**src/hw/rtl/udpcv_pkg.sv**
```systemverilog
package udpcv_pkg;

    localparam logic [15:0] UDP_PROTO  = 16'h0011;
    localparam logic [15:0] HDR_BYTES  = 16'd8;
    localparam logic [15:0] SUM_ONES   = 16'hFFFF;
    localparam logic [15:0] POS_MAX    = 16'hFFFF;
    localparam logic [15:0] LEN_HI_POS = 16'd4;
    localparam logic [15:0] LEN_LO_POS = 16'd5;

    typedef struct packed {
        logic [7:0]  data_byte;
        logic        last;
        logic [31:0] src_ip;
        logic [31:0] dst_ip;
    } t_in_item;

    typedef struct packed {
        logic        checksum_ok;
        logic [15:0] folded_sum;
        logic        length_short;
    } t_out_item;

    // Handoff from the accumulator to the output stage.
    typedef struct packed {
        logic      valid;
        t_out_item item;
    } t_result;

endpackage

```
**src/hw/rtl/udpcv_accum.sv**
```systemverilog
module udpcv_accum
    import udpcv_pkg::*;
(
    input  logic     i_clk,
    input  logic     i_rst_n,
    input  logic     i_fire,
    input  t_in_item i_item,
    output t_result  o_result
);

    logic [15:0] r_sum, n_sum;
    logic [15:0] r_pos, n_pos;
    logic [7:0]  r_held, n_held;
    logic [15:0] r_len, n_len;

    logic        first;
    logic        counted;
    logic [15:0] len_cur;
    logic [7:0]  held_cur;
    logic [15:0] word_term;
    logic [15:0] len_term;
    logic [15:0] pad_term;
    logic [18:0] base;
    logic [18:0] total;
    logic [16:0] fold1;
    logic [15:0] folded;
    logic [15:0] eff;
    logic [16:0] received;
    logic [16:0] count;

    always_comb begin
        first    = (r_pos == '0);
        len_cur  = first ? '0 : r_len;
        held_cur = first ? '0 : r_held;
        counted  = (r_pos < HDR_BYTES) || (r_pos < len_cur);

        n_held = held_cur;
        word_term = '0;
        if (counted) begin
            if (!r_pos[0]) begin
                n_held = i_item.data_byte;
            end else begin
                word_term = {held_cur, i_item.data_byte};
            end
        end

        n_len = len_cur;
        len_term = '0;
        if (r_pos == LEN_HI_POS) begin
            n_len = {i_item.data_byte, 8'h00};
        end else if (r_pos == LEN_LO_POS) begin
            n_len    = {len_cur[15:8], i_item.data_byte};
            len_term = n_len;
        end

        eff      = (n_len < HDR_BYTES) ? HDR_BYTES : n_len;
        received = {1'b0, r_pos} + 17'd1;
        count    = counted ? received : {1'b0, eff};
        // Pad an odd final counted byte with a zero low byte.
        pad_term = (i_item.last && count[0]) ? {n_held, 8'h00} : '0;

        // Start of a datagram: seed with the pseudo-header addresses and protocol.
        if (first) begin
            base = {3'b000, i_item.src_ip[31:16]} + {3'b000, i_item.src_ip[15:0]}
                 + {3'b000, i_item.dst_ip[31:16]} + {3'b000, i_item.dst_ip[15:0]}
                 + {3'b000, UDP_PROTO};
        end else begin
            base = {3'b000, r_sum};
        end

        total  = base + {3'b000, word_term} + {3'b000, len_term} + {3'b000, pad_term};
        fold1  = {1'b0, total[15:0]} + {14'b0, total[18:16]};
        folded = fold1[15:0] + {15'b0, fold1[16]};

        if (i_item.last) begin
            n_sum  = '0;
            n_pos  = '0;
            n_held = '0;
            n_len  = '0;
        end else begin
            n_sum = folded;
            n_pos = (r_pos == POS_MAX) ? r_pos : r_pos + 16'd1;
        end

        o_result.valid             = i_fire && i_item.last;
        o_result.item.folded_sum   = folded;
        o_result.item.checksum_ok  = (folded == SUM_ONES);
        o_result.item.length_short = (received < {1'b0, eff});
    end

    always_ff @(posedge i_clk) begin
        if (!i_rst_n) begin
            r_sum  <= '0;
            r_pos  <= '0;
            r_held <= '0;
            r_len  <= '0;
        end else if (i_fire) begin
            r_sum  <= n_sum;
            r_pos  <= n_pos;
            r_held <= n_held;
            r_len  <= n_len;
        end
    end

    a_last_restarts: assert property (@(posedge i_clk) disable iff (!i_rst_n)
        i_fire && i_item.last |=> r_pos == '0)
        else $error("position not cleared after last byte");

    a_pos_advances: assert property (@(posedge i_clk) disable iff (!i_rst_n)
        i_fire && !i_item.last && r_pos != POS_MAX |=> r_pos == $past(r_pos) + 16'd1)
        else $error("byte position did not advance");

    a_len_held: assert property (@(posedge i_clk) disable iff (!i_rst_n)
        i_fire && !i_item.last && r_pos > LEN_LO_POS |=> $stable(r_len))
        else $error("length changed after header");

endmodule

```
**src/hw/rtl/udpcv_out_stage.sv**
```systemverilog
module udpcv_out_stage
    import udpcv_pkg::*;
(
    input  logic      i_clk,
    input  logic      i_rst_n,
    input  t_result   i_result,
    input  logic      i_out_stall,
    output logic      o_can_take,
    output logic      o_out_valid,
    output t_out_item o_out_data
);

    logic      r_valid;
    t_out_item r_data;

    // Slot frees when empty or when its item leaves this cycle.
    assign o_can_take  = !r_valid || !i_out_stall;
    assign o_out_valid = r_valid;
    assign o_out_data  = r_data;

    always_ff @(posedge i_clk) begin
        if (!i_rst_n) begin
            r_valid <= 1'b0;
        end else if (o_can_take) begin
            r_valid <= i_result.valid;
        end
    end

    always_ff @(posedge i_clk) begin
        if (o_can_take && i_result.valid) begin
            r_data <= i_result.item;
        end
    end

endmodule

```
**src/hw/rtl/udp_checksum_verifier.sv**
```systemverilog
// UDP checksum verifier with IPv4 pseudo-header.
// Input channel (i_in_valid / o_in_stall / i_in_data): one datagram byte per
// item, UDP header first; src_ip and dst_ip are sampled with the first byte
// and last marks the final byte. Output channel (o_out_valid / i_out_stall /
// o_out_data): one item per datagram carrying the folded ones complement sum,
// checksum_ok and length_short.
// Throughput: one byte per cycle while no last byte waits for the result
// slot, set by the single 16-bit accumulate stage between the input register
// and the result register. A last byte passes from the input register through
// the accumulate stage into the result register, where its result is taken.
// Reset (synchronous, active low) empties both registers and returns the
// accumulator to the start of a datagram.
// When the receiver stalls, bytes that produce no result keep flowing; a
// last byte waits in the input register until the result slot frees, and
// o_in_stall rises only while it waits.
module udp_checksum_verifier
    import udpcv_pkg::*;
(
    input  logic      i_clk,
    input  logic      i_rst_n,
    input  logic      i_in_valid,
    output logic      o_in_stall,
    input  t_in_item  i_in_data,
    output logic      o_out_valid,
    input  logic      i_out_stall,
    output t_out_item o_out_data
);

    logic     r_in_valid;
    t_in_item r_in_data;
    logic     can_take;
    logic     consume;
    t_result  result;

    // Advance the held byte unless it is a last byte facing a full result slot.
    assign consume    = r_in_valid && (!r_in_data.last || can_take);
    assign o_in_stall = r_in_valid && !consume;

    always_ff @(posedge i_clk) begin
        if (!i_rst_n) begin
            r_in_valid <= 1'b0;
        end else if (!o_in_stall) begin
            r_in_valid <= i_in_valid;
        end
    end

    // Hold the payload while stalled; load a new item otherwise.
    always_ff @(posedge i_clk) begin
        if (!o_in_stall && i_in_valid) begin
            r_in_data <= i_in_data;
        end
    end

    udpcv_accum u_accum (
        .i_clk    (i_clk),
        .i_rst_n  (i_rst_n),
        .i_fire   (consume),
        .i_item   (r_in_data),
        .o_result (result)
    );

    udpcv_out_stage u_out (
        .i_clk       (i_clk),
        .i_rst_n     (i_rst_n),
        .i_result    (result),
        .i_out_stall (i_out_stall),
        .o_can_take  (can_take),
        .o_out_valid (o_out_valid),
        .o_out_data  (o_out_data)
    );

endmodule

```
**config.mk**
```make
export PLATFORM = sky130hd
export DESIGN_NAME = udp_checksum_verifier
export DESIGN_NICKNAME = d
export VERILOG_FILES = /design/src/hw/rtl/udpcv_pkg.sv /design/src/hw/rtl/udpcv_accum.sv /design/src/hw/rtl/udpcv_out_stage.sv /design/src/hw/rtl/udp_checksum_verifier.sv
export SDC_FILE = /design/constraint.sdc
export NUM_CORES = 1
export LEC_CHECK = 0
export BUFFER_PORTS_ARGS = -buffer_cell sky130_fd_sc_hd__buf_4
export CORE_MARGIN = 10
export CORE_UTILIZATION = 45
export CTS_BUF_LIST = sky130_fd_sc_hd__clkbuf_16
export CTS_CLUSTER_SIZE = 30
export DETAILED_ROUTE_END_ITERATION = 12
export HOLD_SLACK_MARGIN = 0.12
export PLACE_DENSITY_LB_ADDON = 0.25
export SLEW_MARGIN = 10
export SYNTH_ARGS = -nofsm -noshare
export SYNTH_HDL_FRONTEND = slang
export SYNTH_SLANG_ARGS = --single-unit
```
**constraint.sdc**
```tcl
create_clock -name i_clk -period 9.2 [get_ports i_clk]
set_input_delay 0.92 -clock i_clk [delete_from_list [all_inputs] [get_ports i_clk]]
set_output_delay 0.92 -clock i_clk [all_outputs]
set_load 0.005 [all_outputs]
```
==> flow_metrics.tcl <==
set metrics [dict create \
    synth_seq_area_share_pct 35.2 \
    maxCapViolations 0 \
    grt_antenna_before_repair 0 \
    htree_levels 4 \
    async_flop_share_pct 0 \
    gp_congestion 0.888 \
    drc_errors 0 \
    cts_tree "done" \
    ctsRootBufferMaster "clkbuf_16" \
    drive_gt1_share_pct 27.0 \
    switching_share_pct 43.4 \
    clockBufferDepth 2 \
    path_clk_slew_ps 70 \
    routed_wl_mm 29.5 \
    p_int_mw 2.75 \
    die_h_microns 177 \
    final_core_util_pct 58.0 \
    p_leak_nw 6.17 \
    p_comb_share_pct 68.3 \
    syn_avg_cell_area_sq_um 9.69 \
    critPathLaunch "r_in_data[32]" \
    placed_cell_area_sq_um 13000 \
    synth_nets 1373 \
    drt-initial-drc-count 673 \
    cpMaxStageDelayCell "fa_1" \
    antenna_left 0 \
    grt_use_total_pct 18.9 \
    dp_hpwl_mm 22.5 \
    finalSetupTns_ps 0 \
    skew_ps 14.3 \
    pwr-share-clk_pct 14.1 \
    worst_slew_pin_slew_ps 1180 \
    ir_worst_vdd_mv 0.209 \
    grt_pass1_wl_mm 47.9 \
    max_slew_margin_pct 21.3 \
    cp_slowest_stage_delay_ps 520 \
    ys.flop_type "edfxtp_1" \
    cts_made_buffers 17 \
    drt_first_pass_iters 5 \
    area_growth_pct 27.3 \
    power.switching_mw 2.11 \
    finalHoldViolCount 0 \
    hold_class "flop to flop" \
    syn_area_sq_um 11100 \
    startpoint_type "flop" \
    ioPinCount 97 \
    critical_path_depth 47 \
    reg2reg_slack_ps 1 \
    overflow 0 \
    period_share_pct 100 \
    stdcell_area_sq_um 14100 \
    crit_required_ps 9390 \
    r2r-start "r_in_data[32]" \
    synth_edf_count 91 \
    start_util_pct 45.6 \
    crit_end "u_out.o_out_data[17]" \
    placed_cells 1638 \
    total_power_mw 4.86 \
    post-route-min-period_ps 9200 \
    arrival_ps 9380 \
    regToRegEndpoint "u_out.o_out_data[17]" \
    max_freq_ghz 0.109 \
    synthCells 1141 \
    report.final.slew_viol_count 0 \
    die_area_sq_um 31200 \
    critical_path_class "flop to flop" \
    finalNetCount 1581 \
    seq_power_share_pct 17.6 \
    clock_sinks 149 \
    setup.worst_path.end_class "flop" \
    stdcell_count 1686 \
    rsz0062_at_grt "true" \
    run_status "complete, no violations" \
    grt_pass1_vias 9368 \
    layout_common_cells "buf_4 (219), nand2_1 (116), ha_1 (92), edfxtp_1 (91), inv_1 (90)" \
    final_common_cell "buf_4" \
    ctsHoldBuffers 0 \
    cpLargestDelayFamily "adder cells" \
    critPathBufInv 10 \
    crit_path_frequent_cell "buf_4" \
    diodes 0 \
    reg2regPathDepth 47 \
    grt_max_degree 74 \
    rows 57 \
    via_count 9202 \
    ys_ff_latch 149 \
    setup_viol 0 \
    path_max_fanout 3 \
    io_buffers 96 \
    ys_types 77 \
    fp.dieW_microns 177 \
    powerDensity_nw_per_um2 345 \
    coreArea_sq_um 24200 \
    clk_latency_ps 440 \
    avgViaCountPerCell 5.46 \
    synth_warnings 0 \
    wire_per_inst_microns 17.5 \
]
-- repair_timing --
action,CTS,global route
buffers inserted,12,4
gates resized for setup,50,24
setup endpoints to repair,8,15
pin swaps,57,15
-- cell families (layout without fill, tap and decap cells) --
group	after synthesis	after routing	synth area share, %
and+or+nand+nor	382	382	17.7
xor gates and xnor gates	66	66	5.37
adders and majority gates	156	156	20.6
DFF	149	149	35.2
buffers and inverters	127	348	4.53
muxes	4	4	0.362
AOI/OAI and AO/OA	257	257	16.3
-- Yosys cell counts, drive strengths merged (5+ instances only) --
library cell  count  area (sq um)
nand2           117           439
ha              112          1400
inv              95           357
edfxtp           91          2730
o21ai            71           359
dfxtp            58          1160
nor2             57           214
a21oi            50           250
and2             48           305
fa               43           861
xnor2            38           348
clkbuf           31           139
and3             29           188
nand3            28           140
xor2             28           245
nor2b            27           169
a22oi            23           186
nor3             23           120
a21o             20           150
a32o             11           110
nand4            11          68.8
a22o              8          70.1
a31oi             8          50.1
nor4              8          50.1
a211o             7          63.8
a21boi            7          52.6
o21a              7          52.6
or3               7          55.1
a211oi            6          50.1
nand2b            6          37.5
a2111oi           5          81.3
-- per-stage QoR --
stage | hold slack [ps] | setup WS, ps
detailed placement | 481 | -345
floorplan | 441 | 1.54
global placement | 469 | -204
CTS | 486 | -18.4
global route | 516 | -401
finish | 486 | 1.09
-- routing by layer --
layer,vias up,track usage (%),share of wire [%]
met5,-,0,0
met2,301,31.1,47
met3,49,3.90,6.1
met4,0,5.71,1.8
li1,4504,-,-
met1,4348,24.6,45
-- final cells by class --
cell class	instances	area, sq um
Fill cell	2116	10200
Multi-Input combinational cell	865	7180
Sequential cell	149	3890
Timing Repair Buffer	221	1670
Clock buffer	17	425
Tap cell	324	405
Inverter	95	357
Clock inverter	15	141
-- sequential cells by signal, summed over array words and instances (netlist names) --
name               cells
u_accum.r_pos         16
r_in_valid             1
r_in_data             73
u_out.o_out_valid      1
u_accum.r_held         8
u_accum.r_sum         16
u_out.o_out_data      18
u_accum.r_len         16
-- worst min path at each step --
stage / slack [ps] / startpoint / depth (start not counted) / endpoint
2_1_floorplan: 440 / u_accum.r_sum[0] / 2 / u_accum.r_sum[0]
3_3_place_gp: 470 / u_accum.r_sum[0] / 2 / u_accum.r_sum[0]
3_5_place_dp: 480 / u_accum.r_sum[0] / 2 / u_accum.r_sum[0]
4_1_cts: 490 / u_accum.r_sum[1] / 2 / u_accum.r_sum[1]
5_1_grt: 520 / u_accum.r_sum[1] / 2 / u_accum.r_sum[1]
6_report: 490 / u_accum.r_sum[1] / 2 / u_accum.r_sum[1]
-- power by group through the flow --
stage | registers, mW | logic [mW] | clock network [mW]
after floorplan | 0.857 | 1.89 | 0
after global placement | 0.866 | 2.96 | 0
after detailed placement | 0.867 | 3.01 | 0
after CTS | 0.853 | 3.19 | 0.699
after global routing | 0.859 | 3.61 | 0.730
final | 0.854 | 3.32 | 0.687
-- tightest hold or removal path: stages (launching register included) --
cell	delay (ps)
dfxtp_1	330
nand2_1	50
a21boi_0	60
No activity file was read; power rests on OpenSTA's default activity.
